### config.mk
export PLATFORM = sky130hd
export DESIGN_NAME = stu_cell
export DESIGN_NICKNAME = d
export VERILOG_FILES = /design/src/hw/rtl/station_table_update_defines.svh /design/src/hw/rtl/stu_pkg.sv /design/src/hw/rtl/stu_cell.sv
export SDC_FILE = /design/constraint.sdc
export NUM_CORES = 1
export LEC_CHECK = 0
export ABC_AREA = 1
export BUFFER_PORTS_ARGS = -buffer_cell sky130_fd_sc_hd__buf_2
export CORE_ASPECT_RATIO = 2
export CORE_MARGIN = 5
export CORE_UTILIZATION = 51
export CTS_CLUSTER_SIZE = 12
export DETAILED_ROUTE_END_ITERATION = 7
export GPL_TIMING_DRIVEN = 0
export PLACE_DENSITY = 0.84
export SYNTH_ARGS = -nofsm -noshare
export SYNTH_HDL_FRONTEND = slang
export SYNTH_SLANG_ARGS = --single-unit
### constraint.sdc
create_clock -name clock -period 3.3 [get_ports clock]
set_input_delay 0.495 -clock clock [delete_from_list [all_inputs] [get_ports clock]]
set_output_delay 0.495 -clock clock [all_outputs]
set_load 0.03 [all_outputs]
### src/hw/rtl/station_table_update_defines.svh
// assertion macros for the station table update block
// no dependencies; included by the top level only
`ifndef STATION_TABLE_UPDATE_DEFINES_SVH
`define STATION_TABLE_UPDATE_DEFINES_SVH

// same-cycle implication, off while reset is high
`define STU_ASSERT_IMPLIES(name, clk, rst, ante, cons) \
   name: assert property (@(posedge clk) disable iff (rst) (ante) |-> (cons)) \
      else $error("station table: same-cycle check failed");

// next-cycle implication, off while reset is high
`define STU_ASSERT_NEXT(name, clk, rst, ante, cons) \
   name: assert property (@(posedge clk) disable iff (rst) (ante) |=> (cons)) \
      else $error("station table: next-cycle check failed");

`endif

### src/hw/rtl/stu_pkg.sv
// shared types and constants for the station table update block
// no dependencies; used by stu_cell and station_table_update
`timescale 1ns / 1ps
`default_nettype none

package stu_pkg;

   localparam int KEY_W   = 48;
   localparam int TIME_W  = 32;
   localparam int SLOT_W  = 4;
   localparam int COUNT_W = 5;

   localparam logic [TIME_W-1:0]  AGE_LIMIT_RESET = 32'd1800;
   localparam logic [COUNT_W-1:0] COUNT_MAX       = 5'd31;

   typedef enum logic [3:0] {
      ST_IDLE  = 4'b0001,
      ST_SCAN  = 4'b0010,
      ST_WRITE = 4'b0100,
      ST_COUNT = 4'b1000
   } state_type;

   // broadcast from the controller to every cell
   typedef struct packed {
      logic [KEY_W-1:0]  key_high;
      logic [KEY_W-1:0]  key_low;
      logic [TIME_W-1:0] now_time;
      logic [TIME_W-1:0] age_limit;
      logic              do_update;
      logic              do_write;
   } cmd_type;

   // running slot choice carried down the chain
   typedef struct packed {
      logic              valid;
      logic              matched;
      logic              have_empty;
      logic              have_old;
      logic [TIME_W-1:0] old_stamp;
   } scan_type;

   // running prune count carried down the chain
   typedef struct packed {
      logic               valid;
      logic [COUNT_W-1:0] value;
   } count_type;

endpackage

`default_nettype wire

### src/hw/rtl/stu_cell.sv
// one table entry: key, stamp, and its stage of the scan and count chains
// depends on stu_pkg
`timescale 1ns / 1ps
`default_nettype none

module stu_cell
   import stu_pkg::*;
#(
   parameter int IW = 4
) (
   input  wire logic            clock,
   input  wire logic            reset,
   input  wire logic [IW-1:0]   cell_idx,
   input  wire cmd_type         cmd,
   input  wire logic [IW-1:0]   slot,
   input  wire scan_type        scan_in,
   input  wire logic [IW-1:0]   scan_idx_in,
   output scan_type             scan_out,
   output logic [IW-1:0]        scan_idx_out,
   input  wire count_type       count_in,
   output count_type            count_out
);

   logic [KEY_W-1:0]  key_high_ff;
   logic [KEY_W-1:0]  key_low_ff;
   logic [TIME_W-1:0] stamp_ff;
   logic              prune_ff;
   scan_type          scan_ff;
   scan_type          scan_in_next;
   logic [IW-1:0]     scan_idx_ff;
   logic [IW-1:0]     scan_idx_in_next;
   count_type         count_ff;
   count_type         count_in_next;

   logic              empty;
   logic              hit;
   logic              stale;
   logic [TIME_W-1:0] age;
   logic [COUNT_W:0]  sum;

   assign empty = (key_high_ff == '0) && (key_low_ff == '0);
   assign hit   = (key_high_ff == cmd.key_high) && (key_low_ff == cmd.key_low);
   assign age   = cmd.now_time - stamp_ff;
   assign stale = (stamp_ff != '0) && (age > cmd.age_limit);

   // match beats first empty beats oldest stamp; earlier cells win ties
   always_comb begin
      scan_in_next     = scan_in;
      scan_idx_in_next = scan_idx_in;
      if (!scan_in.matched) begin
         if (hit) begin
            scan_in_next.matched = 1'b1;
            scan_idx_in_next     = cell_idx;
         end else if (!scan_in.have_empty) begin
            if (empty) begin
               scan_in_next.have_empty = 1'b1;
               scan_idx_in_next        = cell_idx;
            end else if (stamp_ff != '0 &&
                         (!scan_in.have_old || stamp_ff < scan_in.old_stamp)) begin
               scan_in_next.have_old  = 1'b1;
               scan_in_next.old_stamp = stamp_ff;
               scan_idx_in_next       = cell_idx;
            end
         end
      end
   end

   assign sum = {1'b0, count_in.value} + {{COUNT_W{1'b0}}, prune_ff};

   always_comb begin
      count_in_next.valid = count_in.valid;
      if (sum > {1'b0, COUNT_MAX}) begin
         count_in_next.value = COUNT_MAX;
      end else begin
         count_in_next.value = sum[COUNT_W-1:0];
      end
   end

   always_ff @(posedge clock) begin
      if (reset) begin
         key_high_ff <= '0;
         key_low_ff  <= '0;
         stamp_ff    <= '0;
         prune_ff    <= 1'b0;
         scan_ff     <= '0;
         count_ff    <= '0;
      end else begin
         scan_ff  <= scan_in_next;
         count_ff <= count_in_next;
         if (cmd.do_update) begin
            // a freshly written entry has age zero and is not pruned in this update
            if (cmd.do_write && slot == cell_idx) begin
               key_high_ff <= cmd.key_high;
               key_low_ff  <= cmd.key_low;
               stamp_ff    <= cmd.now_time;
               prune_ff    <= 1'b0;
            end else if (stale) begin
               key_high_ff <= '0;
               key_low_ff  <= '0;
               stamp_ff    <= '0;
               prune_ff    <= 1'b1;
            end else begin
               prune_ff    <= 1'b0;
            end
         end
      end
   end

   always_ff @(posedge clock) begin
      scan_idx_ff <= scan_idx_in_next;
   end

   assign scan_out     = scan_ff;
   assign scan_idx_out = scan_idx_ff;
   assign count_out    = count_ff;

endmodule

`default_nettype wire

==> Implementation_results.wiki <==
{| class="wikitable"
! Metric !! Value
|-
| Post-synthesis cell type count || 41
|-
| Endpoint required time on the critical path || 3.66 ns
|-
| Weighted congestion reported at the end of routability-driven placement || 0.994
|-
| Leading cell types by total area after synthesis || sky130_fd_sc_hd__dfxtp_1 29%, sky130_fd_sc_hd__nand2_1 16%, sky130_fd_sc_hd__ha_1 9.8%
|-
| Clock H-tree levels || 4
|-
| Outcome || complete, but fails checks
|-
| Final cell utilization of the core || 0.702
|-
| Syn Nets || 2264
|-
| Design Power || 0.00583 W
|-
| Final design instance area without fill || 16700 µm²
|-
| Worst Max-Slew Pin Slew || 1.02 ns
|-
| Wirelength per Cell || 17.6 µm
|-
| Number of max-slew violations in the final report || 0
|-
| Vias after detailed routing || 14276
|-
| Sequential-to-total area share from yosys stat || 0.285
|-
| Top cell type by total area after synthesis || sky130_fd_sc_hd__dfxtp_1
|-
| Fin crit share || 1.13
|-
| Antenna violations before repair || 8
|-
| Slowest cell on the critical path || sky130_fd_sc_hd__dfxtp_4
|-
| Arrival time worst endpoint || 4.09 ns
|-
| First-pass GRT wire length || 65.8 mm
|-
| Fin Clk Skew || 0.0184 ns
|-
| Insertion delay to the later sink of the worst-skew pair || 0.46 ns
|-
| Number of global-route vias before repair || 13701
|-
| Number of hold violations in the final report || 0
|-
| Number of buffers added on ports || 262
|-
| Horizontal die dimension || 120 µm
|-
| Power Density || 349 nW/µm²
|-
| Die Ht || 229 µm
|-
| Remaining DRCs || 0
|-
| Share of synthesized flip-flops with an asynchronous set or reset || 0
|-
| Starting density of the core || 0.515
|-
| Fmax || 0.268 GHz
|-
| Overall Global Routing Usage || 0.302
|-
| Detailed placer's ending HPWL || 32.9 mm
|-
| Overall overflow remaining after global route || 0
|-
| Detailed-route wire length || 45.4 mm
|-
| Endpoint type of the worst setup path || flop
|-
| Violations in the final reports || setup timing
|-
| Count of buffering cells on the critical path with inverters included || 5
|-
| Yosys warnings || 0
|-
| Worst path cell trace || inv_1 > ha_4 > nand2_1 > inv_1 > nand3_2 > nor2_4 > nand3_1 > nand2_2 > a21oi_2 > xnor2_1 > ha_1 > a21oi_2 > o21ai_0 > a21oi_1 > o21a_1 > nand2_2 > nand2_4 > buf_12 > buf_12 > buf_16 > nand3_1 > a21oi_1
|-
| Synthesized instance count || 1949
|-
| Number of placement rows || 80
|-
| Floorplan die area || 27500 µm²
|-
| Average via count per standard cell || 5.54
|-
| Number of buffers inserted during clock tree synthesis || 17
|-
| TritonCTS clock tree || yes
|-
| Dominant synthesized flop cell || sky130_fd_sc_hd__dfxtp_1
|-
| Largest fanout on the critical path || 5
|-
| Master cell of the clock root buffer || sky130_fd_sc_hd__clkbuf_16
|-
| Final worst hold slack || 0.223 ns
|-
| Count of flip-flops with a built-in enable after synthesis || 0
|-
| Mean cell area of the mapped netlist || 6.30 µm²
|-
| Share of cells above drive strength 1 || 0.296
|-
| Register bit total from synthesis || 175
|-
| First-iteration detailed-routing DRC count || 899
|-
| PnR worst setup slack || -0.428 ns
|-
| Slew HR || 0.315
|-
| Pre-Repair DR Iteration Count || 8
|-
| Crit Path Class || flop to flop
|-
| Maximum buffer depth of the clock tree || 2
|-
| Number of I/O pins || 264
|-
| Largest net degree at the start of global routing || 17
|-
| Number of failing setup endpoints in the final timing report || 129
|-
| CTS clock-pin slew for the worst setup and hold paths || 0.07 ns
|-
| Sinks on the clock net || 175
|-
| Worst VDD drop || 0.382 mV
|-
| Count of antenna-violating nets left after detailed routing || 0
|-
| Post-DP Area || 14000 µm²
|-
| Reported max-cap violation count || 0
|-
| Startpoint type of the worst setup path || flop
|-
| Core Area || 23800 µm²
|-
| Layout overhead on the synthesized area || 36.2%
|-
| Worst Hold Class || input pin to flop
|-
| Top Family by Delay on Critical Path || simple AND/OR/NAND/NOR gates
|-
| Post-synth design cell area || 12300 µm²
|-
| Number of fillers in the final layout || 1873
|-
| Number of buffers added to fix hold violations after cts || 0
|-
| Static leakage || 7.82 nW
|-
| Fraction of synthesized cell area taken by the top area cell type || 0.285
|-
| Minimum period implied by the final worst setup slack || 3.73 ns
|-
| CP peak stage delay || 0.38 ns
|-
| Final net count || 2588
|-
| RSZ-0062 raised after global routing || true
|}
## per-stage QoR
step / worst slack [ns] / TNS (ns) / instances
floorplan: 0.00406 / 0 / 1949
global placement: -0.821 / -101.11 / 2498
detailed placement: -0.899 / -107.63 / 2498
CTS: -0.226 / -20.26 / 2550
global route: -0.585 / -57.79 / 2577
finish: -0.428 / -37.75 / 2578
## final cells by class
type,instances,area [µm²],share of cell area
Sequential cell,175,3540,0.212
Buffer,66,459,0.0275
Multi-Input combinational cell,1417,8760,0.524
Clock inverter,7,75.1,0.00449
Clock buffer,25,505,0.0302
Inverter,288,1080,0.0647
Tap cell,287,359,0.0215
Timing Repair Buffer,308,1910,0.114
Antenna cell,5,12.5,0.000749
## cell families after synthesis
logic type / after synthesis / share of synthesized area
compound gates: 255 / 0.110
buf+inv: 357 / 0.120
flops: 175 / 0.285
fa+ha+maj: 97 / 0.0995
simple gates: 1005 / 0.342
xor+xnor: 60 / 0.0428
## final timing paths
| path | start | to | slack (ns) | cells past startpoint |
|---|---|---|---|---|
| worst max register to register | stamp_ff[16] | stamp_ff[6] | -0.43 | 22 |
| worst max-delay path | stamp_ff[16] | stamp_ff[6] | -0.43 | 22 |
| worst min register to register | stamp_ff[18] | stamp_ff[18] | 0.49 | 2 |
| worst min-delay path | scan_idx_in[2] | scan_idx_out[2] | 0.22 | 3 |
## power by group
part | total (W) | switching (W) | internal [W]
combinational | 0.00158 | 0.000945 | 0.000639
clock | 0.00204 | 0.000893 | 0.00114
sequential | 0.00221 | 0.0000286 | 0.00218
total | 0.00583 | 0.00187 | 0.00396
## cell usage in the layout, fill, tap and decap left out, types with 21 or more instances in the layout
cell / count
sky130_fd_sc_hd__a21oi_1: 105
sky130_fd_sc_hd__buf_2: 278
sky130_fd_sc_hd__xor2_1: 45
sky130_fd_sc_hd__inv_2: 24
sky130_fd_sc_hd__nand3_2: 51
sky130_fd_sc_hd__nand2_1: 499
sky130_fd_sc_hd__dfxtp_1: 150
sky130_fd_sc_hd__inv_1: 263
sky130_fd_sc_hd__ha_4: 30
sky130_fd_sc_hd__ha_1: 66
sky130_fd_sc_hd__nand3_1: 135
sky130_fd_sc_hd__nand2_2: 23
sky130_fd_sc_hd__buf_4: 29
sky130_fd_sc_hd__dfxtp_2: 21
sky130_fd_sc_hd__nor2_1: 226
sky130_fd_sc_hd__a21oi_2: 84
sky130_fd_sc_hd__clkbuf_16: 24
sky130_fd_sc_hd__clkbuf_1: 21
## flip-flops by register name, indices dropped and copies added, names as in the netlist
name and flops:
count_out 6, key_high_ff 48, key_low_ff 48, prune_ff 1, scan_idx_out 4, scan_out 36, stamp_ff 32
## Yosys cell counts (2+ instances only)
library cell and instances:
sky130_fd_sc_hd__inv_1 283, sky130_fd_sc_hd__buf_6 7, sky130_fd_sc_hd__a21boi_0 4, sky130_fd_sc_hd__buf_1 13, sky130_fd_sc_hd__o21a_1 7, sky130_fd_sc_hd__ha_1 96, sky130_fd_sc_hd__dfxtp_1 175, sky130_fd_sc_hd__nor3_1 8
sky130_fd_sc_hd__nand2_2 2, sky130_fd_sc_hd__nand3b_1 2, sky130_fd_sc_hd__nand3_2 10, sky130_fd_sc_hd__a21oi_1 197, sky130_fd_sc_hd__nand3_1 191, sky130_fd_sc_hd__nand2_1 523, sky130_fd_sc_hd__a21o_1 6, sky130_fd_sc_hd__clkbuf_1 18
sky130_fd_sc_hd__a221oi_1 2, sky130_fd_sc_hd__nor4_1 6, sky130_fd_sc_hd__nor2_1 240, sky130_fd_sc_hd__o221ai_1 2, sky130_fd_sc_hd__a31oi_1 4, sky130_fd_sc_hd__o21bai_1 4, sky130_fd_sc_hd__buf_4 13, sky130_fd_sc_hd__buf_2 17
sky130_fd_sc_hd__xor2_1 45, sky130_fd_sc_hd__inv_2 4, sky130_fd_sc_hd__o21ai_0 27, sky130_fd_sc_hd__xnor2_1 15, sky130_fd_sc_hd__nand4_1 16
## routing by layer
metal,track usage,vias to the layer above,share of wire
li1,-,6846,-
met1,0.260,6530,0.31
met2,0.591,677,0.55
met3,0.0677,217,0.065
met4,0.214,6,0.072
met5,0,-,0.00068
## timing repair
action / CTS / global route
resized for setup: 153 / 207
buffers inserted: 15 / 20
pin swaps: 29 / 50
setup endpoints to repair: 129 / 129
gates cloned: 5 / 7
## worst register-to-register path: stages, from the launching register on
cell                      delay [ns]
sky130_fd_sc_hd__dfxtp_4        0.38
sky130_fd_sc_hd__inv_1          0.10
sky130_fd_sc_hd__ha_4           0.32
sky130_fd_sc_hd__nand2_1        0.10
sky130_fd_sc_hd__inv_1          0.11
sky130_fd_sc_hd__nand3_2        0.10
sky130_fd_sc_hd__nor2_4         0.16
sky130_fd_sc_hd__nand3_1        0.10
sky130_fd_sc_hd__nand2_2        0.12
sky130_fd_sc_hd__a21oi_2        0.08
sky130_fd_sc_hd__xnor2_1        0.23
sky130_fd_sc_hd__ha_1           0.33
sky130_fd_sc_hd__a21oi_2        0.20
sky130_fd_sc_hd__o21ai_0        0.11
sky130_fd_sc_hd__a21oi_1        0.15
sky130_fd_sc_hd__o21a_1         0.14
sky130_fd_sc_hd__nand2_2        0.08
sky130_fd_sc_hd__nand2_4        0.14
sky130_fd_sc_hd__buf_12         0.15
sky130_fd_sc_hd__buf_12         0.12
sky130_fd_sc_hd__buf_16         0.11
sky130_fd_sc_hd__nand3_1        0.10
sky130_fd_sc_hd__a21oi_1        0.21
(Power assumes the default switching activity.)
